File: src/rtl/ial_pkg.sv
`timescale 1ns / 1ps
`default_nettype none
// ----------------------------------------------------------------------------
// ial_pkg
// Shared types, codes and helpers for the indexed array list unit.
// ----------------------------------------------------------------------------
package ial_pkg;

    localparam int CAPACITY_DEF   = 64;
    localparam int ELEM_WIDTH_DEF = 32;
    localparam int KEY_WIDTH_DEF  = 16;
    localparam int CMD_W          = 3;
    localparam int STATUS_W       = 3;

    typedef enum logic [CMD_W-1:0] {
        CMD_APPEND  = 3'd0,
        CMD_INSERT  = 3'd1,
        CMD_DELETE  = 3'd2,
        CMD_READ    = 3'd3,
        CMD_SEARCH  = 3'd4,
        CMD_REVERSE = 3'd5,
        CMD_CLEAR   = 3'd6,
        CMD_LENGTH  = 3'd7
    } t_cmd;

    typedef enum logic [STATUS_W-1:0] {
        ST_OK       = 3'd0,
        ST_FULL     = 3'd1,
        ST_BADPOS   = 3'd2,
        ST_EMPTY    = 3'd3,
        ST_NOTFOUND = 3'd4
    } t_status;

    typedef enum logic [2:0] {
        CELL_HOLD,
        CELL_LOAD,
        CELL_INSERT,
        CELL_DELETE,
        CELL_MOVE_HEAD
    } t_cell_op;

    typedef enum logic [1:0] {
        S_IDLE,
        S_SCAN,
        S_REVERSE
    } t_state;

    function automatic int bytes_up(input int bits);
        return ((bits + 7) / 8) * 8;
    endfunction

endpackage
`default_nettype wire

File: src/rtl/ial_cell.sv
`timescale 1ns / 1ps
`default_nettype none
// ----------------------------------------------------------------------------
// ial_cell
// One list slot: holds one element and takes it from a neighbor, the head
// or the broadcast value, as the shared cell operation selects.
// ----------------------------------------------------------------------------
module ial_cell #(
    parameter int ELEM_WIDTH = ial_pkg::ELEM_WIDTH_DEF,
    parameter int IDX_W      = $clog2(ial_pkg::CAPACITY_DEF)
) (
    input  wire logic                  i_clk,
    input  wire logic [IDX_W-1:0]      i_index,
    input  wire ial_pkg::t_cell_op     i_op,
    input  wire logic [IDX_W-1:0]      i_sel,
    input  wire logic [ELEM_WIDTH-1:0] i_value,
    input  wire logic [ELEM_WIDTH-1:0] i_left,
    input  wire logic [ELEM_WIDTH-1:0] i_right,
    input  wire logic [ELEM_WIDTH-1:0] i_head,
    output logic      [ELEM_WIDTH-1:0] o_elem
);

    logic [ELEM_WIDTH-1:0] r_elem;
    logic [ELEM_WIDTH-1:0] n_elem;

    always_comb begin
        n_elem = r_elem;
        case (i_op)
            ial_pkg::CELL_LOAD: begin
                if (i_index == i_sel) begin
                    n_elem = i_value;
                end
            end
            ial_pkg::CELL_INSERT: begin
                if (i_index > i_sel) begin
                    n_elem = i_left;
                end else if (i_index == i_sel) begin
                    n_elem = i_value;
                end
            end
            ial_pkg::CELL_DELETE: begin
                if (i_index >= i_sel) begin
                    n_elem = i_right;
                end
            end
            ial_pkg::CELL_MOVE_HEAD: begin
                if (i_index < i_sel) begin
                    n_elem = i_right;
                end else if (i_index == i_sel) begin
                    n_elem = i_head;
                end
            end
            default: begin
                n_elem = r_elem;
            end
        endcase
    end

    always_ff @(posedge i_clk) begin
        r_elem <= n_elem;
    end

    assign o_elem = r_elem;

endmodule
`default_nettype wire

File: config.mk
export PLATFORM = sky130hd
export DESIGN_NAME = ial_cell
export DESIGN_NICKNAME = d
export VERILOG_FILES = /design/src/rtl/ial_pkg.sv /design/src/rtl/ial_cell.sv
export SDC_FILE = /design/constraint.sdc
export NUM_CORES = 1
export LEC_CHECK = 0
export ABC_AREA = 1
export BUFFER_PORTS_ARGS = -buffer_cell sky130_fd_sc_hd__buf_2
export CAP_MARGIN = 20
export CORE_MARGIN = 4
export CORE_UTILIZATION = 48
export DETAILED_ROUTE_END_ITERATION = 16
export PLACE_DENSITY = 0.79
export SLEW_MARGIN = 5
export SYNTH_ARGS = -nofsm -noshare
export SYNTH_HDL_FRONTEND = slang
export SYNTH_SLANG_ARGS = --single-unit
File: constraint.sdc
create_clock -name i_clk -period 4.99 [get_ports i_clk]
set_input_delay 0.998 -clock i_clk [delete_from_list [all_inputs] [get_ports i_clk]]
set_output_delay 0.998 -clock i_clk [all_outputs]
set_load 0.01 [all_outputs]
==> results.md, run 1 <==
- Final Max Slew Viols: 0
- Final wirelength: around 12000 um
- Reported net switching power: 356 uW
- P_int: around 610 uW
- Clock Skews: 0 ns
- H-tree depth: 2
- Total congestion overflow: 0
- Worst path bufs/invs: 3
- Peak supply drop: 106 uV
- Die Area: 9490 um^2
- ANT cells: 0
- Seq/Total Area, Yosys: 25.0%
- Vias: between 4000 and 5000
- Iteration count of the initial detailed-routing pass: 5
- Worst setup SP type: input pin
- Cts repair resizes: 0
- Residual DRC: 0
- Crit share post-route: roughly 70%
- Final setup fails: 0
- Die Y: 97.4 um
- Status: complete, no violations
- Mean post-synth cell area: slightly above 6 um^2
- Placer Congestion: around 0.88
- DRT antenna net count: 0
- Logic pwr share: 42.3%
- Area of the multi-input gates: roughly 2200 um^2
- Share of the synthesized area in the top cell type: approximately a quarter
- Yosys top cell by area: edfxtp_1
- Fillcell total: ~740
- NumNets Final: approximately 930
- Hpwl dp: 8640 um
- Synth Cell Area: 3840 um^2
- Row cnt: 32
- Worst EP arrival: roughly 3.4 ns
- Crit end category: register
- Crit-path max cell delay: 0.53 ns
- WL/cell: 13.6 um
- Sw Share: 37.0%
- Final setup TNS: 0 ns
- Max Clock Freq: approximately 290 MHz
- Minimum clock period: 3.43 ns
- Worst hold slack: 0.725 ns
- Post-synth cell types: 24
- Port bufs: 175
- First-iteration detailed-routing DRC count: 319
- Clock share of power: 20.3%
- Root Driver: clkbuf_8
- Hold buffers post-CTS: 0
- CP most frequent cell: buf_4
- Layout cells sized above 1: 26.7%
- Crit-path cells: buf_2 > ha_1 > nand2_1 > nor2_2 > nand2_2 > nand3_2 > buf_4 > a21oi_1 > a21oi_4 > buf_4
- Slowest CP cell: buf_4
- Die W: about 97 um
- Largest cells by area after synthesis: edfxtp_1, nand2_1, inv_1
- Final hold viol count: 0
- Vias/cell: 5.26
- Largest net degree at the start of global routing: 129
- Post-CTS setup buffer count: 0
- Vias in the first global route: 4386
- GRT Resource Usage Total: 24.2%
- Yosys warning count: 0
- Clk Latency, worst-skew pair: 0.28 ns
- Power Dens Cells: 199 nW/um^2
- Area grow syn2layout: 26.0%
- CTS tree: done
- Reg power frac: 37.4%
- Initial antenna violation count: 0
- Setup CP Type: in -> reg
- CTS buffer count: 5
- First-pass GRT wire length: 19500 um
- Final Core Density: 62.2%
- Mapped Nets: just under 800
- Top-level port count: 176
- Sink Count: 32
- CTS max path bufs: 2
- Largest register FFs: 32
- Reg area: 961 um^2
- Effective utilization at floorplan: about 50%
- RSZ-0062 raised after global routing: no
- Clock slew at reported path FFs: roughly 0.070 ns
- LEAKAGE: 0.00273 uW
- Min-delay worst type: reg -> reg
- Yosys reg bits: 32
- Gate Count Post-Synth: 632
- Worst path top cell family by delay: buffers and inverters
- Worst Tran Pin Value: about 0.75 ns
- Worst Path Required: around 4.9 ns
- Max-cap violations: 0
- CP max FO: 65
- Max-Slew Margin vs Limit: about 50%
- Core ar.: 7770 um^2
-- cell usage after synthesis, drive strengths merged --
| cell | number |
|---|---|
| nand3 | 97 |
| nand2 | 171 |
| o21ai | 32 |
| clkbuf | 23 |
| nor2 | 5 |
| nor3b | 1 |
| inv | 142 |
| o211ai | 32 |
| nand3b | 32 |
| nand4 | 32 |
| edfxtp | 32 |
| buf | 22 |
| a21oi | 5 |
| ha | 6 |
-- kinds of logic (layout without fill, tap and decap cells) --
logic type,after synthesis,count (layout),share of synthesized area (%)
buffers and inverters,187,337,19.8
adder cells (fa/ha/maj),6,6,1.96
AND/OR/NAND/NOR,338,338,42.0
flip-flops,32,32,25.0
AO/OA/AOI/OAI,69,69,11.2
-- metal layers --
metal  up-vias  global-route usage, %  routed length [um]  share of wire, %
met4         0                   7.14                 261               2.2
met5         -                      0                   0                 0
met1      2042                   29.8                4710                39
met3        27                   5.03                1140               9.5
met2       228                   42.5                5870                49
li1       2351                      -                   -                 -
-- power groups by stage --
| stage | clock [uW] | combinational, uW | sequential [uW] |
|---|---|---|---|
| floorplan | 0 | 247 | 378 |
| global route | 214 | 458 | 364 |
| detailed placement | 0 | 405 | 365 |
| finish | 196 | 407 | 360 |
| global placement | 0 | 389 | 364 |
| CTS | 199 | 406 | 360 |
-- cell type report --
cell class / count / area share [%]
multi-input combinational: 413 / 44.6
timing repair buffer: 187 / 20.2
sequential: 32 / 19.9
inverter: 142 / 11.0
tap: 102 / 2.64
clock buffer: 7 / 1.58
clock inverter: 1 / 0.0777
-- worst reg2reg max path: cells and delay by family (launching register included) --
kind | cells | cell delay [ns]
flops | 1 | 0.41
compound gates | 1 | 0.12
simple gates | 4 | 0.29
buf+inv | 1 | 0.07
-- stage by stage --
stage	setup WS (ns)	cell area [um^2]	instances	total power, uW
2_1_floorplan	0.868	3840	632	625
3_3_place_gp	1.31	4730	875	753
3_5_place_dp	1.24	4730	875	770
4_1_cts	1.53	4810	883	965
5_1_grt	1.32	4830	884	1040
6_report	1.56	4830	884	962
-- final timing paths --
path,from,to,cells after the start,slack [ns]
worst min register to register,o_elem[18],o_elem[18],4,0.73
worst max-delay path,i_index[5],o_elem[27],10,1.56
worst min-delay path,o_elem[18],o_elem[18],4,0.73
worst max register to register,o_elem[11],o_elem[11],6,3.84
-- placed cells by master (no fill, tap or decap), types with 4 or more instances in the layout --
cell type,instances
buf_2,175
ha_1,6
o211ai_1,32
inv_1,135
edfxtp_1,32
o21ai_0,6
clkbuf_8,5
nor2_2,4
nand2_1,169
nand3_1,96
nand4_1,32
o21ai_1,26
nand3b_1,32
inv_2,7
buf_4,11
Power figures use the tool's default switching activity.
==> inputs of run 2 (changes only) <==
--- a/config.mk
+++ b/config.mk
@@ -5,11 +5,11 @@
 export SDC_FILE = /design/constraint.sdc
 export NUM_CORES = 1
 export LEC_CHECK = 0
-export ABC_AREA = 1
+export ABC_AREA = 0
 export BUFFER_PORTS_ARGS = -buffer_cell sky130_fd_sc_hd__buf_2
 export CAP_MARGIN = 20
 export CORE_MARGIN = 4
-export CORE_UTILIZATION = 48
+export CORE_UTILIZATION = 50
 export DETAILED_ROUTE_END_ITERATION = 16
 export PLACE_DENSITY = 0.79
 export SLEW_MARGIN = 5
==> constraint.sdc (replaced) <==
create_clock -name i_clk -period 3.36 [get_ports i_clk]
set_input_delay 0.672 -clock i_clk [delete_from_list [all_inputs] [get_ports i_clk]]
set_output_delay 0.672 -clock i_clk [all_outputs]
set_load 0.01 [all_outputs]
==> results.md, run 2 <==
- Combinational family with the most area after synthesis: compound AO/OA/AOI/OAI gates
- Hold buffers post-CTS: 0 (unchanged)
- Mean post-synth cell area: 7.87 um^2 (+30%)
- Layout Cells excl Fill: 790 (-11%)
- Final Core Density: 63.5% (+1.2 points)
- Initial antenna violation count: 0 (unchanged)
- Cts repair resizes: 0 (unchanged)
- Vias: 5428 (+17%)
- Crit-path max cell delay: 0.73 ns (+0.20 ns)
- Worst Path Required: 3.35 ns (-1.59 ns)
- Final wirelength: 15700 um (+31%)
- Post-synthesis simple-gate area fraction: 28.4% (-14 points)
- Compound-cell area share of the yosys netlist: 30.6% (+19 points)
- EDFF count, synth: 32 (unchanged)
- Mapped Nets: 701 (-10%)
- Yosys reg bits: 32 (unchanged)
- Port bufs: 175 (unchanged)
- Final setup fails: 0 (unchanged)
- Core ar.: 8340 um^2 (+7.4%)
- Yosys top cell by area: edfxtp_1
- Die Area: 10200 um^2 (+7.8%)
- Crit Reg-Reg Startpoint: o_elem[18]
- Minimum clock period: 2.98 ns
- Worst hold slack: 0.791 ns (+0.0655 ns)
- Largest register FFs: 32 (unchanged)
- Die Y: 101 um (+3.8%)
- Share of the synthesized area in the top cell type: 22.2% (-2.9 points)
- Row cnt: 33 (+3.1%)
- Setup CP Type: in -> reg
- Crit-path cells: buf_2 > ha_1 > nor2b_1 > o21ai_4 > a31oi_4 > o21ai_0 > o311a_2 > buf_12
- Total power: 1580 uW (+64%)
- Reg-to-Reg End: o_elem[18]
- Vias in the first global route: 5099 (+16%)
- Synth Cell Area: 4340 um^2 (+13%)
- CP max FO: 32 (-51%)
- Max Clock Freq: ~340 MHz
- Adder-cell area share of the yosys netlist: 1.73% (-0.23 points)
- H-tree depth: 2 (unchanged)
- Hpwl dp: 10700 um (+24%)
- Root Driver: clkbuf_8
- Vias/cell: 6.87 (+31%)
- Peak supply drop: 145 uV (+37%)
- Iteration count of the initial detailed-routing pass: 6 (+1)
- Top cells by count, synth: nor2_1, nor3_1, nand3_1, nand4_1
- First-pass GRT wire length: 24500 um (+25%)
- RSZ-0062 raised after global routing: no
- Final setup TNS: 0 ns (unchanged)
- Residual DRC: 0 (unchanged)
- CTS tree: done
- Asr flop ratio synth: 0% (unchanged)
- Min-Delay Startpoint: o_elem[5]
- Seq/Total Area, Yosys: 22.2% (-2.9 points)
- WHS Endpoint: o_elem[5]
- Placed Cells: 783 (-11%)
- CTS buffer count: 5 (unchanged)
- Worst reg2reg path depth: 3 (-3)
- Gate Count Post-Synth: 551 (-13%)
- Post-synth cell types: 34 (+42%)
- Power Dens Cells: 299 nW/um^2 (+50%)
- Max-Slew Margin vs Limit: 37.3% (-12 points)
- Largest cells by area after synthesis: edfxtp_1, nor2_1, mux2_2
- Largest net degree at the start of global routing: 50 (-61%)
- Worst setup SP type: input pin
- Worst Tran Pin Value: 0.937 ns (+0.183 ns)
- Status: complete, no violations
- Clk Latency, worst-skew pair: 0.28 ns (about the same)
- Commonest non-fill, non-tap cell in the layout: buf_2
- Crit end category: register
- Final hold viol count: 0 (unchanged)
- WL/cell: 19.9 um (+47%)
- Hold Crit Depth: 3 (-1)
- GRT Resource Usage Total: 29.3% (+5.0 points)
- Top-level port count: 176 (unchanged)
- Reg2reg setup slack: 2.17 ns (-1.67 ns)
- Multiplexer share of the synthesized area: 8.31% (+8.3 points)
- Yosys warning count: 0 (unchanged)
- Min-delay worst type: reg -> reg
- Sink Count: 32 (unchanged)
- Placer Congestion: 0.931 (+6.3%)
- Most numerous cell in the Yosys netlist: nor2_1
- Slowest CP cell: o21ai_4
- Final Max Slew Viols: 0 (unchanged)
- Crit share post-route: 88.6%
- CTS max path bufs: 2 (unchanged)
- DRT antenna net count: 0 (unchanged)
- Max-cap violations: 0 (unchanged)
- Effective utilization at floorplan: 52.0% (+2.6 points)
- Most frequent cells in the layout: buf_2, nor2_1, nor3_1
- XOR/XNOR Fraction of Synth Area: 0% (unchanged)
- ANT cells: 0 (unchanged)
- Clock Skews: 0 ns (unchanged)
- Worst EP arrival: 2.96 ns (-0.43 ns)
- Total congestion overflow: 0 (unchanged)
- Die W: 101 um (+3.8%)
- Post-CTS setup buffer count: 0 (unchanged)
- Area grow syn2layout: 22.0%
- LEAKAGE: 0.00214 uW (-21%)
- Layout cells sized above 1: 40.4% (+14 points)
- Clock slew at reported path FFs: 0.07 ns (about the same)
- NumNets Final: 835 (-10%)
- First-iteration detailed-routing DRC count: 596 (+87%)
- Top FF cell, synth: edfxtp_1
run 2: cell types whose count changed in the layout (fill, tap and decap cells not counted), moves of 26 or more:
cell / delta
nand3_1: -64
nand2_1: -168
nor2_1: +127
nor3_1: +64
a32oi_1: +32
mux2_2: +30
a311o_1: +32
inv_1: -129
o211ai_1: -32
nand3b_1: -32
o21ai_1: -26
run 2: logic make-up (layout without fill, tap and decap cells):
logic type | Yosys count | in the layout
AND/OR/NAND/NOR | 267 | 267
buffers and inverters | 75 | 209
multiplexers | 32 | 32
AO/OA/AOI/OAI | 139 | 139
flip-flops | 32 | 32
adder cells (fa/ha/maj) | 6 | 6
run 2: worst max path at each step:
| stage | start | cells past startpoint | endpoint | slack (ns) |
|---|---|---|---|---|
| 4_1_cts | i_index[1] | 8 | o_elem[2] | 0.46 |
| 3_5_place_dp | i_index[1] | 8 | o_elem[22] | 0.16 |
| 6_report | i_index[1] | 8 | o_elem[18] | 0.38 |
| 2_1_floorplan | i_sel[5] | 8 | o_elem[0] | 0.24 |
| 5_1_grt | i_sel[1] | 9 | o_elem[13] | 0.31 |
| 3_3_place_gp | i_index[1] | 8 | o_elem[22] | 0.25 |
run 2: cell type report:
class                      instances  area [um^2]
timing repair buffer             196         1060
multi-input combinational        444         3040
clock inverter                     1         5.00
sequential                        32          961
clock buffer                       6         72.6
inverter                           6         22.5
fill                             759         3050
tap                              105          131
run 2: critical path: cells and delay by family:
family | cells | cell delay (ns)
and+or+nand+nor | 1 | 0.17
adders and majority gates | 1 | 0.29
AOI/OAI and AO/OA | 4 | 1.47
buffers and inverters | 2 | 0.34
run 2: power breakdown:
group / switching (uW) / leakage (uW) / internal, uW / total (uW)
registers: 27.8 / 0.000310 / 517 / 545
clock network: 156 / 0.0000410 / 141 / 297
logic: 431 / 0.00179 / 307 / 739
total: 615 / 0.00214 / 966 / 1580
run 2: metrics by stage:
stage	cell area, um^2	worst slack (ns)
2_1_floorplan	4340	0.240
3_3_place_gp	5220	0.251
3_5_place_dp	5220	0.156
4_1_cts	5290	0.457
5_1_grt	5290	0.306
6_report	5290	0.384
run 2: layer usage:
layer | vias to the layer above | GRT usage, % | part of all wire (%)
met3 | 71 | 6.06 | 14
met1 | 2445 | 38.8 | 37
met4 | 0 | 10.3 | 3.1
met5 | - | 0 | 0
met2 | 481 | 47.3 | 46
li1 | 2431 | - | -
==> inputs of run 3 (changes only) <==
--- a/config.mk
+++ b/config.mk
@@ -8,7 +8,6 @@
 export ABC_AREA = 0
 export BUFFER_PORTS_ARGS = -buffer_cell sky130_fd_sc_hd__buf_2
 export CAP_MARGIN = 20
-export CORE_MARGIN = 4
 export CORE_UTILIZATION = 50
 export DETAILED_ROUTE_END_ITERATION = 16
 export PLACE_DENSITY = 0.79
==> results.md, run 3 (synthesized netlist as in run 2, its figures left out) <==
- Effective utilization at floorplan: 52.3% (+0.26 points)
- Setup CP Type: in -> reg
- Vias/cell: 6.74 (-1.9%)
- H-tree depth: 2 (unchanged)
- Worst reg2reg path depth: 3 (unchanged)
- WL/cell: 19.0 um (-4.6%)
- Critical path origin: i_sel[3]
- Area after DPL: 5230 um^2 (+0.29%)
- Final Max Slew Viols: 0 (unchanged)
- Post-CTS setup buffer count: 0 (unchanged)
- Layout Cells excl Fill: 794 (+0.51%)
- CP Capture Point: o_elem[24]
- Final Cell Area: 5320 um^2 (+0.50%)
- Peak supply drop: 157 uV (+8.5%)
- First-pass GRT wire length: 23300 um (-4.7%)
- Total congestion overflow: 0 (unchanged)
- CTS buffer count: 5 (unchanged)
- CTS tree: done
- Final setup TNS: 0 ns (unchanged)
- Die Y: 95.1 um (-5.9%)
- Final setup fails: 0 (unchanged)
- Hold buffers post-CTS: 0 (unchanged)
- Iteration count of the initial detailed-routing pass: 5 (-1)
- Minimum clock period: 2.58 ns (-0.398 ns)
- Worst Tran Pin Value: 0.989 ns (+0.0521 ns)
- Commonest non-fill, non-tap cell in the layout: buf_2
- Worst setup SP type: input pin
- Residual DRC: 0 (unchanged)
- Worst hold slack: 0.802 ns (+0.0108 ns)
- LEAKAGE: 0.00215 uW (+0.47%)
- Crit share post-route: 76.7% (-12 points)
- Fin worst setup slack: 0.783 ns (+0.398 ns)
- Root Driver: clkbuf_8
- RSZ-0062 raised after global routing: no
- Die Area: 9050 um^2 (-12%)
- DRT antenna net count: 0 (unchanged)
- GRT Resource Usage Total: 32.5% (+3.3 points)
- Most frequent cells in the layout: buf_2, nor2_1, nor3_1
- Final wirelength: 15100 um (-4.2%)
- NumNets Final: 836 (+0.12%)
- Core ar.: 8300 um^2 (-0.50%)
- CP max FO: 32 (unchanged)
- Vias: 5354 (-1.4%)
- Worst EP arrival: 2.70 ns (-0.26 ns)
- Row cnt: 33 (unchanged)
- Final hold viol count: 0 (unchanged)
- CTS max path bufs: 2 (unchanged)
- Crit Reg-Reg Startpoint: o_elem[14]
- Status: complete, no violations
- Placer Congestion: 0.844 (-9.4%)
- Clock slew at reported path FFs: 0.08 ns (about the same)
- Sink Count: 32 (unchanged)
- Worst Path Required: 3.49 ns (+0.14 ns)
- Min-delay worst type: reg -> reg
- Reg2reg setup slack: 2.17 ns (about the same)
- Largest net degree at the start of global routing: 51 (+2.0%)
- Hold Crit Depth: 3 (unchanged)
- Cts repair resizes: 0 (unchanged)
- Top-level port count: 176 (unchanged)
- Clock Skews: 0 ns (unchanged)
- Clk Latency, worst-skew pair: 0.29 ns (about the same)
- Max-cap violations: 0 (unchanged)
- Vias in the first global route: 4849 (-4.9%)
- Layout cells sized above 1: 40.5% (about the same)
- Worst slack at placement: 0.480 ns (+0.325 ns)
- Power Dens Cells: 300 nW/um^2 (+0.46%)
- First-iteration detailed-routing DRC count: 573 (-3.9%)
- Area grow syn2layout: 22.6%
- Largest register FFs: 32 (unchanged)
- Placed Cells: 784 (+0.13%)
- Port bufs: 175 (unchanged)
- Initial antenna violation count: 1 (+1)
- Max-Slew Margin vs Limit: 33.8% (-3.5 points)
- Reg-to-Reg End: o_elem[14]
- Die W: 95.1 um (-5.9%)
- Hpwl dp: 10100 um (-6.0%)
- Crit end category: register
- Max Clock Freq: 388 MHz (+15%)
run 3: per-layer routing:
metal | vias to the layer above | wire (um) | GRT usage (%)
met1 | 2448 | 5740 | 43.3
li1 | 2448 | - | -
met5 | - | 0 | 0
met4 | 0 | 402 | 14.8
met2 | 410 | 7200 | 50.8
met3 | 48 | 1730 | 6.06
run 3: worst min path at each step:
| stage | start | to | slack, ns |
|---|---|---|---|
| floorplan | o_elem[4] | o_elem[4] | 0.81 |
| global placement | o_elem[4] | o_elem[4] | 0.76 |
| detailed placement | o_elem[4] | o_elem[4] | 0.77 |
| CTS | o_elem[4] | o_elem[4] | 0.79 |
| global route | o_elem[17] | o_elem[17] | 0.84 |
| finish | o_elem[17] | o_elem[17] | 0.80 |
run 3: worst max-delay path, cell delays in order:
cell and delay (ns):
buf_2 0.07, inv_1 0.03, ha_1 0.31, a21o_1 0.15
nand3_2 0.36, a31oi_4 0.32, buf_4 0.41, nor2_1 0.12
a211oi_2 0.24
run 3: layout make-up:
cell class,instances,area (um^2)
diodes,2,5.00
well taps,105,131
flip-flops and latches,32,961
fillers,744,2980
repair buffers,197,1070
clock buffers,6,72.6
multi-input cells,444,3050
inverters,6,22.5
clock inverters,2,11.3
run 3: metrics by stage:
stage	util, %	power [uW]
after floorplan	-	1020
after global placement	63.0	1250
after detailed placement	63.0	1270
after CTS	64.0	1580
after global routing	64.1	1680
final	64.1	1600
run 3: report_power, final:
group          internal [uW]  switching, uW
Clock                    144            172
Combinational            307            425
Sequential               517           29.4
Total                    969            627
