`config.mk`:
```
export PLATFORM = sky130hd
export DESIGN_NAME = ial_ctrl
export DESIGN_NICKNAME = d
export VERILOG_FILES = /design/src/rtl/ial_pkg.sv /design/src/rtl/ial_ctrl.sv
export SDC_FILE = /design/constraint.sdc
export NUM_CORES = 1
export LEC_CHECK = 0
export ABC_AREA = 1
export BUFFER_PORTS_ARGS = -buffer_cell sky130_fd_sc_hd__clkbuf_2
export CORE_MARGIN = 2
export CORE_UTILIZATION = 55
export CTS_CLUSTER_DIAMETER = 80
export CTS_CLUSTER_SIZE = 24
export DETAILED_ROUTE_END_ITERATION = 8
export MAX_ROUTING_LAYER = met4
export PLACE_DENSITY = 0.78
export SLEW_MARGIN = 20
export SYNTH_ARGS = -nofsm -noshare
export SYNTH_HDL_FRONTEND = slang
export SYNTH_SLANG_ARGS = --single-unit
```
`constraint.sdc`:
```
create_clock -name i_clk -period 10.15 [get_ports i_clk]
set_input_delay 0.5075 -clock i_clk [delete_from_list [all_inputs] [get_ports i_clk]]
set_output_delay 0.5075 -clock i_clk [all_outputs]
set_load 0.02 [all_outputs]
```
`src/rtl/ial_pkg.sv`:
```
`timescale 1ns / 1ps
`default_nettype none
// ----------------------------------------------------------------------------
// ial_pkg
// Shared types, codes and helpers for the indexed array list unit.
// ----------------------------------------------------------------------------
package ial_pkg;

    localparam int CAPACITY_DEF   = 64;
    localparam int ELEM_WIDTH_DEF = 32;
    localparam int KEY_WIDTH_DEF  = 16;
    localparam int CMD_W          = 3;
    localparam int STATUS_W       = 3;

    typedef enum logic [CMD_W-1:0] {
        CMD_APPEND  = 3'd0,
        CMD_INSERT  = 3'd1,
        CMD_DELETE  = 3'd2,
        CMD_READ    = 3'd3,
        CMD_SEARCH  = 3'd4,
        CMD_REVERSE = 3'd5,
        CMD_CLEAR   = 3'd6,
        CMD_LENGTH  = 3'd7
    } t_cmd;

    typedef enum logic [STATUS_W-1:0] {
        ST_OK       = 3'd0,
        ST_FULL     = 3'd1,
        ST_BADPOS   = 3'd2,
        ST_EMPTY    = 3'd3,
        ST_NOTFOUND = 3'd4
    } t_status;

    typedef enum logic [2:0] {
        CELL_HOLD,
        CELL_LOAD,
        CELL_INSERT,
        CELL_DELETE,
        CELL_MOVE_HEAD
    } t_cell_op;

    typedef enum logic [1:0] {
        S_IDLE,
        S_SCAN,
        S_REVERSE
    } t_state;

    function automatic int bytes_up(input int bits);
        return ((bits + 7) / 8) * 8;
    endfunction

endpackage
`default_nettype wire

```
`src/rtl/ial_ctrl.sv`:
```
`timescale 1ns / 1ps
`default_nettype none
// ----------------------------------------------------------------------------
// ial_ctrl
// Command sequencer: checks each command against the count, drives the cell
// row, scans the head during read and search, and holds the result beat.
// ----------------------------------------------------------------------------
module ial_ctrl #(
    parameter int CAPACITY   = ial_pkg::CAPACITY_DEF,
    parameter int ELEM_WIDTH = ial_pkg::ELEM_WIDTH_DEF,
    parameter int KEY_WIDTH  = ial_pkg::KEY_WIDTH_DEF,
    parameter int IDX_W      = $clog2(CAPACITY),
    parameter int CNT_W      = $clog2(CAPACITY + 1)
) (
    input  wire logic                  i_clk,
    input  wire logic                  i_rst_n,
    input  wire logic                  i_valid,
    output logic                       o_ready,
    input  wire ial_pkg::t_cmd         i_command,
    input  wire logic [CNT_W-1:0]      i_position,
    input  wire logic [ELEM_WIDTH-1:0] i_elem_value,
    input  wire logic [KEY_WIDTH-1:0]  i_search_key,
    input  wire logic [ELEM_WIDTH-1:0] i_head,
    output ial_pkg::t_cell_op          o_cell_op,
    output logic      [IDX_W-1:0]      o_cell_sel,
    output logic      [ELEM_WIDTH-1:0] o_cell_value,
    output logic                       o_valid,
    input  wire logic                  i_ready,
    output ial_pkg::t_status           o_status,
    output logic      [ELEM_WIDTH-1:0] o_elem_out,
    output logic      [CNT_W-1:0]      o_found_position,
    output logic      [CNT_W-1:0]      o_list_length
);

    localparam int KEY_LO = (ELEM_WIDTH > KEY_WIDTH) ? (ELEM_WIDTH - KEY_WIDTH) : 0;
    localparam logic [CNT_W-1:0] CAP_CNT = CNT_W'(CAPACITY);

    ial_pkg::t_state  r_state, n_state;
    ial_pkg::t_cmd    r_cmd, n_cmd;
    logic [CNT_W-1:0] r_count, n_count;
    logic [IDX_W-1:0] r_tgt, n_tgt;
    logic [KEY_WIDTH-1:0] r_key, n_key;
    logic [IDX_W-1:0] r_step, n_step;
    logic             r_hit, n_hit;
    logic [ELEM_WIDTH-1:0] r_cap, n_cap;
    logic [CNT_W-1:0] r_fpos, n_fpos;

    logic             r_out_valid, n_out_valid;
    ial_pkg::t_status r_out_status, n_out_status;
    logic [ELEM_WIDTH-1:0] r_out_elem, n_out_elem;
    logic [CNT_W-1:0] r_out_fpos, n_out_fpos;
    logic [CNT_W-1:0] r_out_len, n_out_len;

    logic             accept;
    logic             load_out;
    ial_pkg::t_status res_status;
    logic [ELEM_WIDTH-1:0] res_elem;
    logic [CNT_W-1:0] res_fpos;
    logic [IDX_W-1:0] last_idx;
    logic [ELEM_WIDTH+KEY_WIDTH-1:0] head_ext;
    logic [KEY_WIDTH-1:0] head_key;
    logic             take_now;
    logic [CNT_W:0]   pos_ext;
    logic [CNT_W:0]   cnt_ext;

    assign head_ext = {{KEY_WIDTH{1'b0}}, i_head} >> KEY_LO;
    assign head_key = head_ext[KEY_WIDTH-1:0];
    assign last_idx = IDX_W'(r_count - CNT_W'(1));
    assign pos_ext  = {1'b0, i_position};
    assign cnt_ext  = {1'b0, r_count};

    always_comb begin
        n_state      = r_state;
        n_cmd        = r_cmd;
        n_count      = r_count;
        n_tgt        = r_tgt;
        n_key        = r_key;
        n_step       = r_step;
        n_hit        = r_hit;
        n_cap        = r_cap;
        n_fpos       = r_fpos;
        n_out_valid  = r_out_valid;
        n_out_status = r_out_status;
        n_out_elem   = r_out_elem;
        n_out_fpos   = r_out_fpos;
        n_out_len    = r_out_len;
        o_cell_op    = ial_pkg::CELL_HOLD;
        o_cell_sel   = '0;
        o_cell_value = i_elem_value;
        load_out     = 1'b0;
        res_status   = ial_pkg::ST_OK;
        res_elem     = '0;
        res_fpos     = '0;
        take_now     = 1'b0;

        o_ready = (r_state == ial_pkg::S_IDLE) && (!r_out_valid || i_ready);
        accept  = i_valid && o_ready;

        if (r_out_valid && i_ready) begin
            n_out_valid = 1'b0;
        end

        case (r_state)
            ial_pkg::S_IDLE: begin
                if (accept) begin
                    n_cmd  = i_command;
                    n_key  = i_search_key;
                    n_tgt  = IDX_W'(i_position - CNT_W'(1));
                    n_step = '0;
                    n_hit  = 1'b0;
                    n_cap  = '0;
                    n_fpos = '0;
                    case (i_command)
                        ial_pkg::CMD_APPEND: begin
                            load_out = 1'b1;
                            if (r_count == CAP_CNT) begin
                                res_status = ial_pkg::ST_FULL;
                            end else begin
                                o_cell_op  = ial_pkg::CELL_LOAD;
                                o_cell_sel = IDX_W'(r_count);
                                n_count    = r_count + CNT_W'(1);
                            end
                        end
                        ial_pkg::CMD_INSERT: begin
                            load_out = 1'b1;
                            if (r_count == CAP_CNT) begin
                                res_status = ial_pkg::ST_FULL;
                            end else if (i_position == '0 ||
                                         pos_ext > cnt_ext + (CNT_W+1)'(1)) begin
                                res_status = ial_pkg::ST_BADPOS;
                            end else begin
                                o_cell_op  = ial_pkg::CELL_INSERT;
                                o_cell_sel = IDX_W'(i_position - CNT_W'(1));
                                n_count    = r_count + CNT_W'(1);
                            end
                        end
                        ial_pkg::CMD_DELETE: begin
                            load_out = 1'b1;
                            if (r_count == '0) begin
                                res_status = ial_pkg::ST_EMPTY;
                            end else if (i_position == '0 || i_position > r_count) begin
                                res_status = ial_pkg::ST_BADPOS;
                            end else begin
                                o_cell_op  = ial_pkg::CELL_DELETE;
                                o_cell_sel = IDX_W'(i_position - CNT_W'(1));
                                n_count    = r_count - CNT_W'(1);
                            end
                        end
                        ial_pkg::CMD_READ: begin
                            if (r_count == '0) begin
                                load_out   = 1'b1;
                                res_status = ial_pkg::ST_EMPTY;
                            end else if (i_position == '0 || i_position > r_count) begin
                                load_out   = 1'b1;
                                res_status = ial_pkg::ST_BADPOS;
                            end else begin
                                n_state = ial_pkg::S_SCAN;
                            end
                        end
                        ial_pkg::CMD_SEARCH: begin
                            if (r_count == '0) begin
                                load_out   = 1'b1;
                                res_status = ial_pkg::ST_EMPTY;
                            end else begin
                                n_state = ial_pkg::S_SCAN;
                            end
                        end
                        ial_pkg::CMD_REVERSE: begin
                            if (r_count == '0) begin
                                load_out   = 1'b1;
                                res_status = ial_pkg::ST_EMPTY;
                            end else if (r_count == CNT_W'(1)) begin
                                load_out = 1'b1;
                            end else begin
                                n_step  = last_idx;
                                n_state = ial_pkg::S_REVERSE;
                            end
                        end
                        ial_pkg::CMD_CLEAR: begin
                            load_out = 1'b1;
                            n_count  = '0;
                        end
                        ial_pkg::CMD_LENGTH: begin
                            load_out = 1'b1;
                        end
                        default: begin
                            load_out = 1'b1;
                        end
                    endcase
                end
            end
            ial_pkg::S_SCAN: begin
                o_cell_op  = ial_pkg::CELL_MOVE_HEAD;
                o_cell_sel = last_idx;
                if (r_cmd == ial_pkg::CMD_READ) begin
                    take_now = (r_step == r_tgt);
                end else begin
                    take_now = !r_hit && (head_key == r_key);
                end
                if (take_now) begin
                    n_hit  = 1'b1;
                    n_cap  = i_head;
                    n_fpos = CNT_W'(r_step) + CNT_W'(1);
                end
                if (r_step == last_idx) begin
                    load_out = 1'b1;
                    n_state  = ial_pkg::S_IDLE;
                    res_elem = take_now ? i_head : r_cap;
                    if (r_cmd == ial_pkg::CMD_SEARCH) begin
                        if (take_now || r_hit) begin
                            res_fpos = take_now ? CNT_W'(r_step) + CNT_W'(1) : r_fpos;
                        end else begin
                            res_status = ial_pkg::ST_NOTFOUND;
                        end
                    end
                end else begin
                    n_step = r_step + IDX_W'(1);
                end
            end
            ial_pkg::S_REVERSE: begin
                o_cell_op  = ial_pkg::CELL_MOVE_HEAD;
                o_cell_sel = r_step;
                if (r_step == IDX_W'(1)) begin
                    load_out = 1'b1;
                    n_state  = ial_pkg::S_IDLE;
                end else begin
                    n_step = r_step - IDX_W'(1);
                end
            end
            default: begin
                n_state = ial_pkg::S_IDLE;
            end
        endcase

        if (load_out) begin
            n_out_valid  = 1'b1;
            n_out_status = res_status;
            n_out_elem   = res_elem;
            n_out_fpos   = res_fpos;
            n_out_len    = n_count;
        end
    end

    always_ff @(posedge i_clk) begin
        if (!i_rst_n) begin
            r_state     <= ial_pkg::S_IDLE;
            r_count     <= '0;
            r_out_valid <= 1'b0;
        end else begin
            r_state     <= n_state;
            r_count     <= n_count;
            r_out_valid <= n_out_valid;
        end
    end

    always_ff @(posedge i_clk) begin
        r_cmd        <= n_cmd;
        r_tgt        <= n_tgt;
        r_key        <= n_key;
        r_step       <= n_step;
        r_hit        <= n_hit;
        r_cap        <= n_cap;
        r_fpos       <= n_fpos;
        r_out_status <= n_out_status;
        r_out_elem   <= n_out_elem;
        r_out_fpos   <= n_out_fpos;
        r_out_len    <= n_out_len;
    end

    assign o_valid          = r_out_valid;
    assign o_status         = r_out_status;
    assign o_elem_out       = r_out_elem;
    assign o_found_position = r_out_fpos;
    assign o_list_length    = r_out_len;

endmodule
`default_nettype wire

```
==> results.sh, run 1 <==
export IMPL_post_synth_mux_area_share_pct=0
export IMPL_layout_core_utilization_pct=64.6
export IMPL_r2r_worst_path_cells=10
export IMPL_slew_limit_headroom_pct=41.9
export IMPL_place_ws_ps=6480
export IMPL_gp_congestion=1.01
export IMPL_finClkSkew_ps=11.9
export IMPL_synth_compound_gate_area_share_pct=10.0
export IMPL_initial_antenna_violation_count=0
export IMPL_wl_per_cell_um=16.3
export IMPL_critPathMaxFanout=9
export IMPL_path_common_cell="sky130_fd_sc_hd__nand2_1"
export IMPL_first_pass_iters=5
export IMPL_overflow=0
export IMPL_min_from="i_search_key[0]"
export IMPL_layout_nets=1032
export IMPL_synth_sequential_area_ratio_pct=50.4
export IMPL_synth_top_family_by_area="simple AND/OR/NAND/NOR gates"
export IMPL_grt_start_max_net_pins=50
export IMPL_first_global_vias=5781
export IMPL_reg2reg_launch_point="r_count[0]$_SDFF_PN0_"
export IMPL_syn_instance_count=822
export IMPL_synth_seq_cells=130
export IMPL_setup_ws_ps=6170
export IMPL_coreArea_um2=13300
export IMPL_detail_route_wirelength_um=17900
export IMPL_fp_dieH_um=121
export IMPL_synth_xor_area_share_pct=3.65
export IMPL_clock_sinks=130
export IMPL_cp_arrival_ps=3480
export IMPL_hold_end="r_key[0]$_DFFE_PP_"
export IMPL_postPlaceCellArea_um2=8020
export IMPL_syn_warnings=0
export IMPL_synth_area_per_cell_um2=9.18
export IMPL_crit_chain="ha_1 > nand2_1 > nor2_1 > inv_1 > o21ai_0 > o21ai_0 > ha_1 > nand3_1 > a21oi_1 > nand2_1 > nand2_2 > nand4_1 > nand2_1 > nand2_1 > nand2_1 > nand2_1 > a21oi_1 > clkbuf_2"
export IMPL_worst_slew_pin_transition_ps=871
export IMPL_synth_cells_most_frequent="187 x sky130_fd_sc_hd__nand2_1, 120 x sky130_fd_sc_hd__edfxtp_1, 86 x sky130_fd_sc_hd__inv_1, 60 x sky130_fd_sc_hd__a21oi_1, 52 x sky130_fd_sc_hd__nor2_1"
export IMPL_stdcell_area_um2=8590
export IMPL_period_share_pct=39.2
export IMPL_floorplan_die_area_um2=14700
export IMPL_post_dp_hpwl_um=12800
export IMPL_min_path_type="input pin to flop"
export IMPL_fillers=1106
export IMPL_report_final_slew_viol_count=0
export IMPL_kind_of_end_point_of_the_critical_path="primary output"
export IMPL_number_of_nets_in_the_synthesized_netlist=944
export IMPL_r2r_slack_ps=6700
export IMPL_tns_ps=0
export IMPL_post_synth_instance_area_um2=7550
export IMPL_run_status="completed"
export IMPL_synth_ff_type="sky130_fd_sc_hd__edfxtp_1"
export IMPL_worst_path_max_delay_cell="sky130_fd_sc_hd__dfxtp_1"
export IMPL_synth_fa_ha_area_share_pct=4.64
export IMPL_powerDensity_nw_per_um2=210
export IMPL_die_x_um=121
export IMPL_total_leakage_power_uw=0.00390
export IMPL_setup_viol_count_final=0
export IMPL_gr_usage_all_layers_pct=26.1
export IMPL_dr_total_vias=6049
export IMPL_r2r_end="o_elem_out[0]$_SDFFCE_PN0P_"
export IMPL_grt_first_pass_wirelength_um=28700
export IMPL_max_stage_delay_ps=520
export IMPL_yosys_area_top_type_share_pct=47.8
export IMPL_cts_hold_buf=0
export IMPL_timing_critical_path_from_type="flop"
export IMPL_cts_buffers_inserted=17
export IMPL_h_tree_depth=4
export IMPL_timing_hold_violations_final=0
export IMPL_synth_simple_gate_area_share_pct=21.4
export IMPL_ys_types=44
export IMPL_post_cts_resized=0
export IMPL_io_pins=186
export IMPL_diodes=0
export IMPL_synthMostInstantiatedCell="sky130_fd_sc_hd__nand2_1"
export IMPL_path_clk_slew_ps=60
export IMPL_num_rows=42
export IMPL_postCtsSetupBuffers=0
export IMPL_post_route_min_period_ps=3980
export IMPL_max_cap_violations=0
export IMPL_cts_tree="done"
export IMPL_floorplan_initialDensity_pct=56.8
export IMPL_edff_count_synth=120
export IMPL_grt_setup_unrepaired="false"
export IMPL_vdd_ir_drop_worst_v=0.0000932
export IMPL_synth_area_top_cells="sky130_fd_sc_hd__edfxtp_1 48%, sky130_fd_sc_hd__nand2_1 9.3%, sky130_fd_sc_hd__ha_1 4.6%"
export IMPL_vias_per_cell=5.50
export IMPL_synth_async_sr_flop_share_pct=0
export IMPL_drc_violation_count_after_routing=0
export IMPL_final_layout_size_suffix_gt1_share_pct=22.1
export IMPL_drt_iter0_drc=554
export IMPL_timing_setup_critical_path_class="flop to primary output"
export IMPL_portBuffers=121
export IMPL_final_antenna_net_count=0
export IMPL_area_delta_synth_final_pct=13.8
export IMPL_fmax_mhz=251
export IMPL_fin_worst_hold_slack_ps=252
export IMPL_cp_data_required_time_ps=9640
export IMPL_cts_buffer_depth=2
export IMPL_cts_root_buffer_cell="sky130_fd_sc_hd__clkbuf_16"
export IMPL_clock_insertion_delay_worst_skew_ps=430
export IMPL_synth_area_leader_cell="sky130_fd_sc_hd__edfxtp_1"
export IMPL_timing_hold_worst_path_depth=1
-- logic make-up after synthesis --
family / after synthesis
compound gates: 133
flops: 130
fa+ha+maj: 28
simple gates: 352
xor+xnor: 29
buf+inv: 150
-- where the power goes --
group          internal, uW  leakage, uW  switching, uW  total, uW
sequential              711      0.00127           46.5        757
combinational           137      0.00236            323        459
clock                   339     0.000269            245        583
-- worst max-delay path, delay by kind of cell, from the launching register on --
family                     cells  cell delay (ps)
buffers and inverters          2              280
AOI/OAI and AO/OA              4              640
DFF                            1              520
adders and majority gates      2              550
and+or+nand+nor               10             1050
-- metal layers --
layer  track usage [%]  share of wire [%]  up-vias
li1                  -                  -     2942
met1              33.1                 41     2797
met2              41.7                 49      271
met3              4.79                7.3       39
met4              10.8                2.6        0
met5                 -                  0        -
-- worst max path at each step --
stage / cells after the start / slack [ps] / start / endpoint
4_1_cts: 18 / 6230 / r_count[0]$_SDFF_PN0_ / o_cell_sel[3]
5_1_grt: 18 / 5850 / r_count[0]$_SDFF_PN0_ / o_cell_sel[3]
3_3_place_gp: 10 / 6560 / r_count[0]$_SDFF_PN0_ / o_elem_out[28]$_SDFFCE_PN0P_
3_5_place_dp: 10 / 6480 / r_count[0]$_SDFF_PN0_ / o_elem_out[3]$_SDFFCE_PN0P_
2_1_floorplan: 6 / 5760 / r_state[1]$_SDFFE_PN0P_ / r_hit$_DFFE_PP_
6_report: 18 / 6170 / r_count[0]$_SDFF_PN0_ / o_cell_sel[3]
-- through the flow --
stage	std cells	total power [uW]
2_1_floorplan	822	1100
3_3_place_gp	1067	1220
3_5_place_dp	1067	1220
4_1_cts	1099	1800
5_1_grt	1099	1890
6_report	1099	1800
-- area by class of cell --
type,count,area (um2),area share (%)
Tap cell,176,220,2.56
Clock buffer,17,425,4.95
Timing Repair Buffer,125,636,7.40
Multi-Input combinational cell,542,3010,35.1
Sequential cell,130,3800,44.3
Clock inverter,15,135,1.57
Inverter,94,354,4.12
-- registers in the layout, summed over array words and instances (netlist names), 6 cells and up --
name,flops
o_elem_out,32
o_found_position,7
o_list_length,7
r_cap,32
r_count,7
r_fpos,7
r_key,16
r_step,6
r_tgt,6
-- cells in the final DEF, fill, tap and decap left out, types with 4 or more instances in the layout --
master / netlist / routed
sky130_fd_sc_hd__nand2_4: 10 / 11
sky130_fd_sc_hd__nand4_1: 21 / 21
sky130_fd_sc_hd__dfxtp_1: 10 / 10
sky130_fd_sc_hd__inv_1: 86 / 85
sky130_fd_sc_hd__a21oi_1: 60 / 60
sky130_fd_sc_hd__nand3b_1: 4 / 4
sky130_fd_sc_hd__xnor2_1: 14 / 14
sky130_fd_sc_hd__clkbuf_16: 0 / 17
sky130_fd_sc_hd__o22ai_1: 14 / 14
sky130_fd_sc_hd__nand3_1: 48 / 48
sky130_fd_sc_hd__o211ai_1: 6 / 6
sky130_fd_sc_hd__nor3_1: 8 / 8
sky130_fd_sc_hd__o21ai_0: 35 / 34
sky130_fd_sc_hd__xor2_1: 13 / 13
sky130_fd_sc_hd__edfxtp_1: 120 / 120
sky130_fd_sc_hd__inv_2: 6 / 6
sky130_fd_sc_hd__nor2_2: 8 / 8
sky130_fd_sc_hd__a21oi_2: 8 / 8
sky130_fd_sc_hd__nand2_1: 187 / 187
sky130_fd_sc_hd__buf_4: 35 / 4
sky130_fd_sc_hd__clkinv_2: 0 / 4
sky130_fd_sc_hd__nand2_2: 5 / 4
sky130_fd_sc_hd__nor2_1: 52 / 52
sky130_fd_sc_hd__clkbuf_2: 0 / 121
sky130_fd_sc_hd__ha_1: 28 / 28
Note: power is estimated with default switching activity, not from simulation.
==> inputs of run 2 (changes only) <==
--- a/config.mk
+++ b/config.mk
@@ -5,15 +5,15 @@
 export SDC_FILE = /design/constraint.sdc
 export NUM_CORES = 1
 export LEC_CHECK = 0
-export ABC_AREA = 1
+export ABC_AREA = 0
 export BUFFER_PORTS_ARGS = -buffer_cell sky130_fd_sc_hd__clkbuf_2
 export CORE_MARGIN = 2
-export CORE_UTILIZATION = 55
+export CORE_UTILIZATION = 49
 export CTS_CLUSTER_DIAMETER = 80
 export CTS_CLUSTER_SIZE = 24
 export DETAILED_ROUTE_END_ITERATION = 8
 export MAX_ROUTING_LAYER = met4
-export PLACE_DENSITY = 0.78
+export PLACE_DENSITY = 0.74
 export SLEW_MARGIN = 20
 export SYNTH_ARGS = -nofsm -noshare
 export SYNTH_HDL_FRONTEND = slang
==> constraint.sdc (replaced) <==
create_clock -name i_clk -period 3.6 [get_ports i_clk]
set_input_delay 0.18 -clock i_clk [delete_from_list [all_inputs] [get_ports i_clk]]
set_output_delay 0.18 -clock i_clk [all_outputs]
set_load 0.02 [all_outputs]
==> results.sh, run 2 <==
export IMPL_run_status="completed"
export IMPL_cts_root_buffer_cell="sky130_fd_sc_hd__clkbuf_16"
export IMPL_post_synth_instance_area_um2=7310
export IMPL_max_cap_violations=0
export IMPL_cts_buffers_inserted=17
export IMPL_portBuffers=121
export IMPL_total_leakage_power_uw=0.00340
export IMPL_grt_first_pass_wirelength_um=30700
export IMPL_io_pins=186
export IMPL_multiInputGateArea_um2=3150
export IMPL_powerDensity_nw_per_um2=430
export IMPL_timing_setup_critical_path_class="flop to primary output"
export IMPL_coreArea_um2=14500
export IMPL_min_path_type="input pin to flop"
export IMPL_wl_per_cell_um=19.5
export IMPL_synth_async_sr_flop_share_pct=0
export IMPL_syn_warnings=0
export IMPL_finClkSkew_ps=13.2
export IMPL_edff_count_synth=120
export IMPL_layout_nets=938
export IMPL_period_share_pct=97.6
export IMPL_synth_area_per_cell_um2=10.6
export IMPL_timing_critical_path_from_type="flop"
export IMPL_cp_arrival_ps=3330
export IMPL_clock_insertion_delay_worst_skew_ps=420
export IMPL_gr_usage_all_layers_pct=25.6
export IMPL_fillers=1170
export IMPL_synthMostInstantiatedCell="sky130_fd_sc_hd__edfxtp_1"
export IMPL_synth_area_leader_cell="sky130_fd_sc_hd__edfxtp_1"
export IMPL_synth_ff_type="sky130_fd_sc_hd__edfxtp_1"
export IMPL_path_clk_slew_ps=60
export IMPL_cts_buffer_depth=2
export IMPL_num_rows=44
export IMPL_first_pass_iters=5
export IMPL_vdd_ir_drop_worst_v=0.000297
export IMPL_worst_slew_pin_transition_ps=890
export IMPL_fmax_mhz=285
export IMPL_gp_congestion=0.921
export IMPL_diodes=0
export IMPL_layout_core_utilization_pct=61.6
export IMPL_cts_tree="done"
export IMPL_synth_seq_cells=130
export IMPL_sequential_cell_area_um2=3820
export IMPL_h_tree_depth=4
export IMPL_area_delta_synth_final_pct=22.4
export IMPL_grt_start_max_net_pins=27
export IMPL_first_global_vias=5839
export IMPL_syn_instance_count=689
export IMPL_mostFrequentLayoutCell="sky130_fd_sc_hd__edfxtp_1"
export IMPL_initial_antenna_violation_count=0
export IMPL_vias_per_cell=5.77
export IMPL_overflow=0
export IMPL_final_antenna_net_count=0
export IMPL_kind_of_end_point_of_the_critical_path="primary output"
export IMPL_drc_violation_count_after_routing=0
export IMPL_floorplan_die_area_um2=15900
export IMPL_setup_viol_count_final=0
export IMPL_fin_worst_hold_slack_ps=101
export IMPL_drt_iter0_drc=527
export IMPL_synth_area_top_cells="sky130_fd_sc_hd__edfxtp_1 49%, sky130_fd_sc_hd__nor2_1 5.4%, sky130_fd_sc_hd__ha_1 4.8%"
export IMPL_synth_sequential_area_ratio_pct=52.0
export IMPL_dr_total_vias=5848
export IMPL_ys_types=60
export IMPL_yosys_area_top_type_share_pct=49.3
export IMPL_post_dp_hpwl_um=14000
export IMPL_detail_route_wirelength_um=19800
export IMPL_grt_setup_unrepaired="true"
export IMPL_clock_sinks=130
export IMPL_die_x_um=126
export IMPL_final_layout_size_suffix_gt1_share_pct=25.9
export IMPL_synth_cells_most_frequent="120 x sky130_fd_sc_hd__edfxtp_1, 106 x sky130_fd_sc_hd__nor2_1, 39 x sky130_fd_sc_hd__nand2_1, 34 x sky130_fd_sc_hd__mux2i_1, 32 x sky130_fd_sc_hd__buf_4"
export IMPL_final_cell_mix="120 x sky130_fd_sc_hd__edfxtp_1, 118 x sky130_fd_sc_hd__clkbuf_2, 105 x sky130_fd_sc_hd__nor2_1"
export IMPL_post_route_min_period_ps=3510
export IMPL_fp_dieH_um=126
export IMPL_report_final_slew_viol_count=0
export IMPL_critPathMaxFanout=6
export IMPL_number_of_nets_in_the_synthesized_netlist=811
export IMPL_slew_limit_headroom_pct=40.4
export IMPL_timing_hold_violations_final=0
export IMPL_cp_data_required_time_ps=3420
export IMPL_floorplan_initialDensity_pct=50.3
run 2: changes by cell type in the layout (fill, tap and decap cells not counted), moves of 11 or more:
cell / previous run / this run
sky130_fd_sc_hd__nand3_1: 48 / 17
sky130_fd_sc_hd__inv_1: 85 / 21
sky130_fd_sc_hd__o22ai_1: 14 / 1
sky130_fd_sc_hd__xor2_1: 13 / 25
sky130_fd_sc_hd__nor2_1: 52 / 105
sky130_fd_sc_hd__buf_4: 4 / 34
sky130_fd_sc_hd__dlygate4sd3_1: 0 / 16
sky130_fd_sc_hd__nand2_4: 11 / 0
sky130_fd_sc_hd__a21oi_1: 60 / 26
sky130_fd_sc_hd__nand2_1: 187 / 39
sky130_fd_sc_hd__nand4_1: 21 / 4
sky130_fd_sc_hd__mux2i_1: 0 / 34
run 2: cell type report:
| type | count | share of cell area, % |
|---|---|---|
| multi-input cells | 469 | 35.2 |
| clock buffers | 17 | 4.75 |
| clock inverters | 15 | 1.48 |
| well taps | 184 | 2.57 |
| flip-flops and latches | 130 | 42.6 |
| repair buffers | 173 | 12.3 |
| inverters | 25 | 1.09 |
run 2: kinds of logic after synthesis:
kind of cell	Yosys count	share of synthesized area [%]
fa+ha+maj	28	4.79
compound gates	126	11.2
xor+xnor	48	5.75
simple gates	231	14.8
flops	130	52.0
mux	36	4.96
buf+inv	90	6.50
run 2: per-stage QoR:
step / setup WS [ps] / TNS (ps) / cell area (um2) / instances / power [uW]
detailed placement: 205 / 0 / 8040 / 955 / 2200
global route: -56.8 / -84.3 / 8950 / 1013 / 3970
floorplan: 149 / 0 / 7330 / 689 / 2090
global placement: 332 / 0 / 8040 / 955 / 2190
finish: 88.1 / 0 / 8950 / 1013 / 3850
CTS: 2.41 / 0 / 8810 / 1003 / 3850
run 2: worst paths after layout:
path                    startpoint                 endpoint  slack [ps]  cells past startpoint
max          r_count[0]$_SDFF_PN0_            o_cell_sel[2]          90                     16
min                     i_head[11]  r_cap[11]$_SDFFCE_PN0P_         100                      3
max reg2reg     r_key[9]$_DFFE_PP_  r_fpos[6]$_SDFFCE_PN0P_         230                      7
min reg2reg  r_count[1]$_SDFF_PN0_    r_count[1]$_SDFF_PN0_         570                      2
run 2: power by group:
part / total [uW] / switching (uW) / internal [uW]
Combinational: 430 / 264 / 167
Sequential: 1770 / 37.4 / 1740
Clock: 1650 / 690 / 955
Total: 3850 / 991 / 2860
run 2: worst max-delay path: stages (launching register included):
cell                       delay, ps
sky130_fd_sc_hd__dfxtp_2         360
sky130_fd_sc_hd__buf_6           150
sky130_fd_sc_hd__buf_12          110
sky130_fd_sc_hd__inv_2            50
sky130_fd_sc_hd__ha_4            270
sky130_fd_sc_hd__inv_1            60
sky130_fd_sc_hd__ha_1            290
sky130_fd_sc_hd__nor2b_1         160
sky130_fd_sc_hd__o31ai_2          90
sky130_fd_sc_hd__a211o_1         290
sky130_fd_sc_hd__o21ai_2         180
sky130_fd_sc_hd__nor3_2           60
sky130_fd_sc_hd__buf_4           160
sky130_fd_sc_hd__buf_4           130
sky130_fd_sc_hd__o211ai_1        190
sky130_fd_sc_hd__o211ai_1        160
sky130_fd_sc_hd__clkbuf_2        200
run 2: metal layers:
metal / global-route usage [%] / share of wire [%] / routed length [um]
met1: 31.2 / 41 / 8080
met2: 40.3 / 49 / 9660
met3: 5.01 / 6.2 / 1230
met4: 13.6 / 4.1 / 809
met5: - / 0 / 0
run 2: what timing repair did:
item	in CTS	in global routing
setup endpoints to repair	7	7
pin swaps	0	12
hold endpoints to repair	16	0
hold buffers	16	0
gates resized for setup	13	20
buffers inserted	0	10
==> inputs of run 3 (changes only) <==
--- a/config.mk
+++ b/config.mk
@@ -6,6 +6,7 @@
 export NUM_CORES = 1
 export LEC_CHECK = 0
 export ABC_AREA = 0
+export ABC_CLOCK_PERIOD_IN_PS = 3600
 export BUFFER_PORTS_ARGS = -buffer_cell sky130_fd_sc_hd__clkbuf_2
 export CORE_MARGIN = 2
 export CORE_UTILIZATION = 49
@@ -13,7 +14,8 @@
 export CTS_CLUSTER_SIZE = 24
 export DETAILED_ROUTE_END_ITERATION = 8
 export MAX_ROUTING_LAYER = met4
-export PLACE_DENSITY = 0.74
+export PLACE_DENSITY = 0.78
+export REMOVE_ABC_BUFFERS = 1
 export SLEW_MARGIN = 20
 export SYNTH_ARGS = -nofsm -noshare
 export SYNTH_HDL_FRONTEND = slang
==> results.sh, run 3 (synthesis results as in run 2) <==
export IMPL_diodes=0
export IMPL_final_antenna_net_count=0
export IMPL_path_clk_slew_ps=60
export IMPL_drt_iter0_drc=600
export IMPL_wl_per_cell_um=20.2
export IMPL_max_cap_violations=0
export IMPL_grt_start_max_net_pins=34
export IMPL_cts_buffer_depth=2
export IMPL_post_route_min_period_ps=3480
export IMPL_num_rows=44
export IMPL_period_share_pct=96.7
export IMPL_drc_violation_count_after_routing=0
export IMPL_cts_root_buffer_cell="sky130_fd_sc_hd__clkbuf_16"
export IMPL_gr_usage_all_layers_pct=26.7
export IMPL_final_cell_mix="120 x sky130_fd_sc_hd__edfxtp_1, 119 x sky130_fd_sc_hd__clkbuf_2, 105 x sky130_fd_sc_hd__nor2_1"
export IMPL_h_tree_depth=4
export IMPL_die_x_um=126
export IMPL_finClkSkew_ps=10.5
export IMPL_dr_total_vias=5842
export IMPL_gp_congestion=0.981
export IMPL_fillers=1181
export IMPL_powerDensity_nw_per_um2=451
export IMPL_coreArea_um2=14500
export IMPL_clock_sinks=130
export IMPL_cp_data_required_time_ps=3420
export IMPL_clock_insertion_delay_worst_skew_ps=430
export IMPL_report_final_slew_viol_count=0
export IMPL_io_pins=186
export IMPL_fp_dieH_um=126
export IMPL_min_path_type="input pin to flop"
export IMPL_final_layout_size_suffix_gt1_share_pct=23.8
export IMPL_timing_setup_critical_path_class="flop to primary output"
export IMPL_mostFrequentLayoutCell="sky130_fd_sc_hd__edfxtp_1"
export IMPL_critPathMaxFanout=6
export IMPL_layout_core_utilization_pct=61.0
export IMPL_slew_limit_headroom_pct=51.3
export IMPL_first_global_vias=5727
export IMPL_setup_ws_ps=121
export IMPL_floorplan_die_area_um2=15900
export IMPL_timing_hold_violations_final=0
export IMPL_first_pass_iters=5
export IMPL_place_ws_ps=315
export IMPL_total_leakage_power_uw=0.00339
export IMPL_run_status="completed"
export IMPL_grt_first_pass_wirelength_um=31600
export IMPL_timing_critical_path_from_type="flop"
export IMPL_post_dp_hpwl_um=14500
export IMPL_overflow=0
export IMPL_portBuffers=121
export IMPL_fin_worst_hold_slack_ps=100
export IMPL_cts_tree="done"
export IMPL_area_delta_synth_final_pct=21.2
export IMPL_initial_antenna_violation_count=0
export IMPL_fmax_mhz=287
export IMPL_floorplan_initialDensity_pct=50.3
export IMPL_total_power_uw=3990
export IMPL_setup_viol_count_final=0
export IMPL_cp_arrival_ps=3300
export IMPL_vdd_ir_drop_worst_v=0.000306
export IMPL_layout_nets=927
export IMPL_vias_per_cell=5.83
export IMPL_detail_route_wirelength_um=20300
export IMPL_worst_slew_pin_transition_ps=723
export IMPL_kind_of_end_point_of_the_critical_path="primary output"
export IMPL_cts_buffers_inserted=17
## run 3: where the power goes
part	total, uW	switching, uW	internal (uW)
Combinational	413	258	155
Clock	1810	697	1110
Sequential	1770	36.9	1740
Total	3990	992	3000
## run 3: metrics by stage
stage	TNS [ps]	instances	area, um2
final	0	1002	8860
after global routing	-1.20	1002	8860
after CTS	0	1000	8810
after detailed placement	0	952	8020
after global placement	0	952	8020
after floorplan	-208250	624	6930
## run 3: final cells by class
type	instances	area, um2	area share (%)
Sequential cell	130	3810	43.0
Multi-Input combinational cell	469	3110	35.0
Timing Repair Buffer	162	1000	11.3
Clock buffer	17	425	4.80
Tap cell	184	230	2.60
Clock inverter	15	194	2.19
Inverter	25	93.8	1.06
## run 3: critical path: stages, from the launching register on
cell and delay [ps]:
sky130_fd_sc_hd__dfxtp_1 440, sky130_fd_sc_hd__nand2_1 120, sky130_fd_sc_hd__nor2_2 240, sky130_fd_sc_hd__xnor2_1 160, sky130_fd_sc_hd__ha_1 280, sky130_fd_sc_hd__a21o_1 190
sky130_fd_sc_hd__a211oi_1 300, sky130_fd_sc_hd__a211o_1 210, sky130_fd_sc_hd__o21ai_2 70, sky130_fd_sc_hd__nor3_1 150, sky130_fd_sc_hd__buf_4 170, sky130_fd_sc_hd__o21ai_0 70
sky130_fd_sc_hd__a221oi_1 280, sky130_fd_sc_hd__buf_4 200
## run 3: what timing repair did
item / CTS / global route
setup endpoints to repair: 6 / 7
endpoints found under the hold margin: 16 / 0
hold buffers: 16 / 0
setup buffers: 0 / 2
gates cloned: 0 / 0
pin swaps: 0 / 5
gates resized for setup: 7 / 11
## run 3: worst paths after layout
kind / startpoint / to / slack, ps / depth (start not counted)
worst min register to register: r_state[1]$_SDFFE_PN0P_ / r_state[1]$_SDFFE_PN0P_ / 590 / 2
worst min-delay path: i_rst_n / o_valid$_SDFFE_PN0P_ / 100 / 2
worst max-delay path: r_count[2]$_SDFF_PN0_ / o_cell_sel[3] / 120 / 13
worst max register to register: r_count[6]$_SDFF_PN0_ / o_status[1]$_DFFE_PP_ / 390 / 9
## run 3: per-layer routing
metal	vias to the layer above	share of wire, %	GRT usage [%]
met4	0	2.6	9.24
met3	48	8.9	8.33
li1	2712	-	-
met2	290	48	41.4
met5	-	0	-
met1	2792	41	33.2
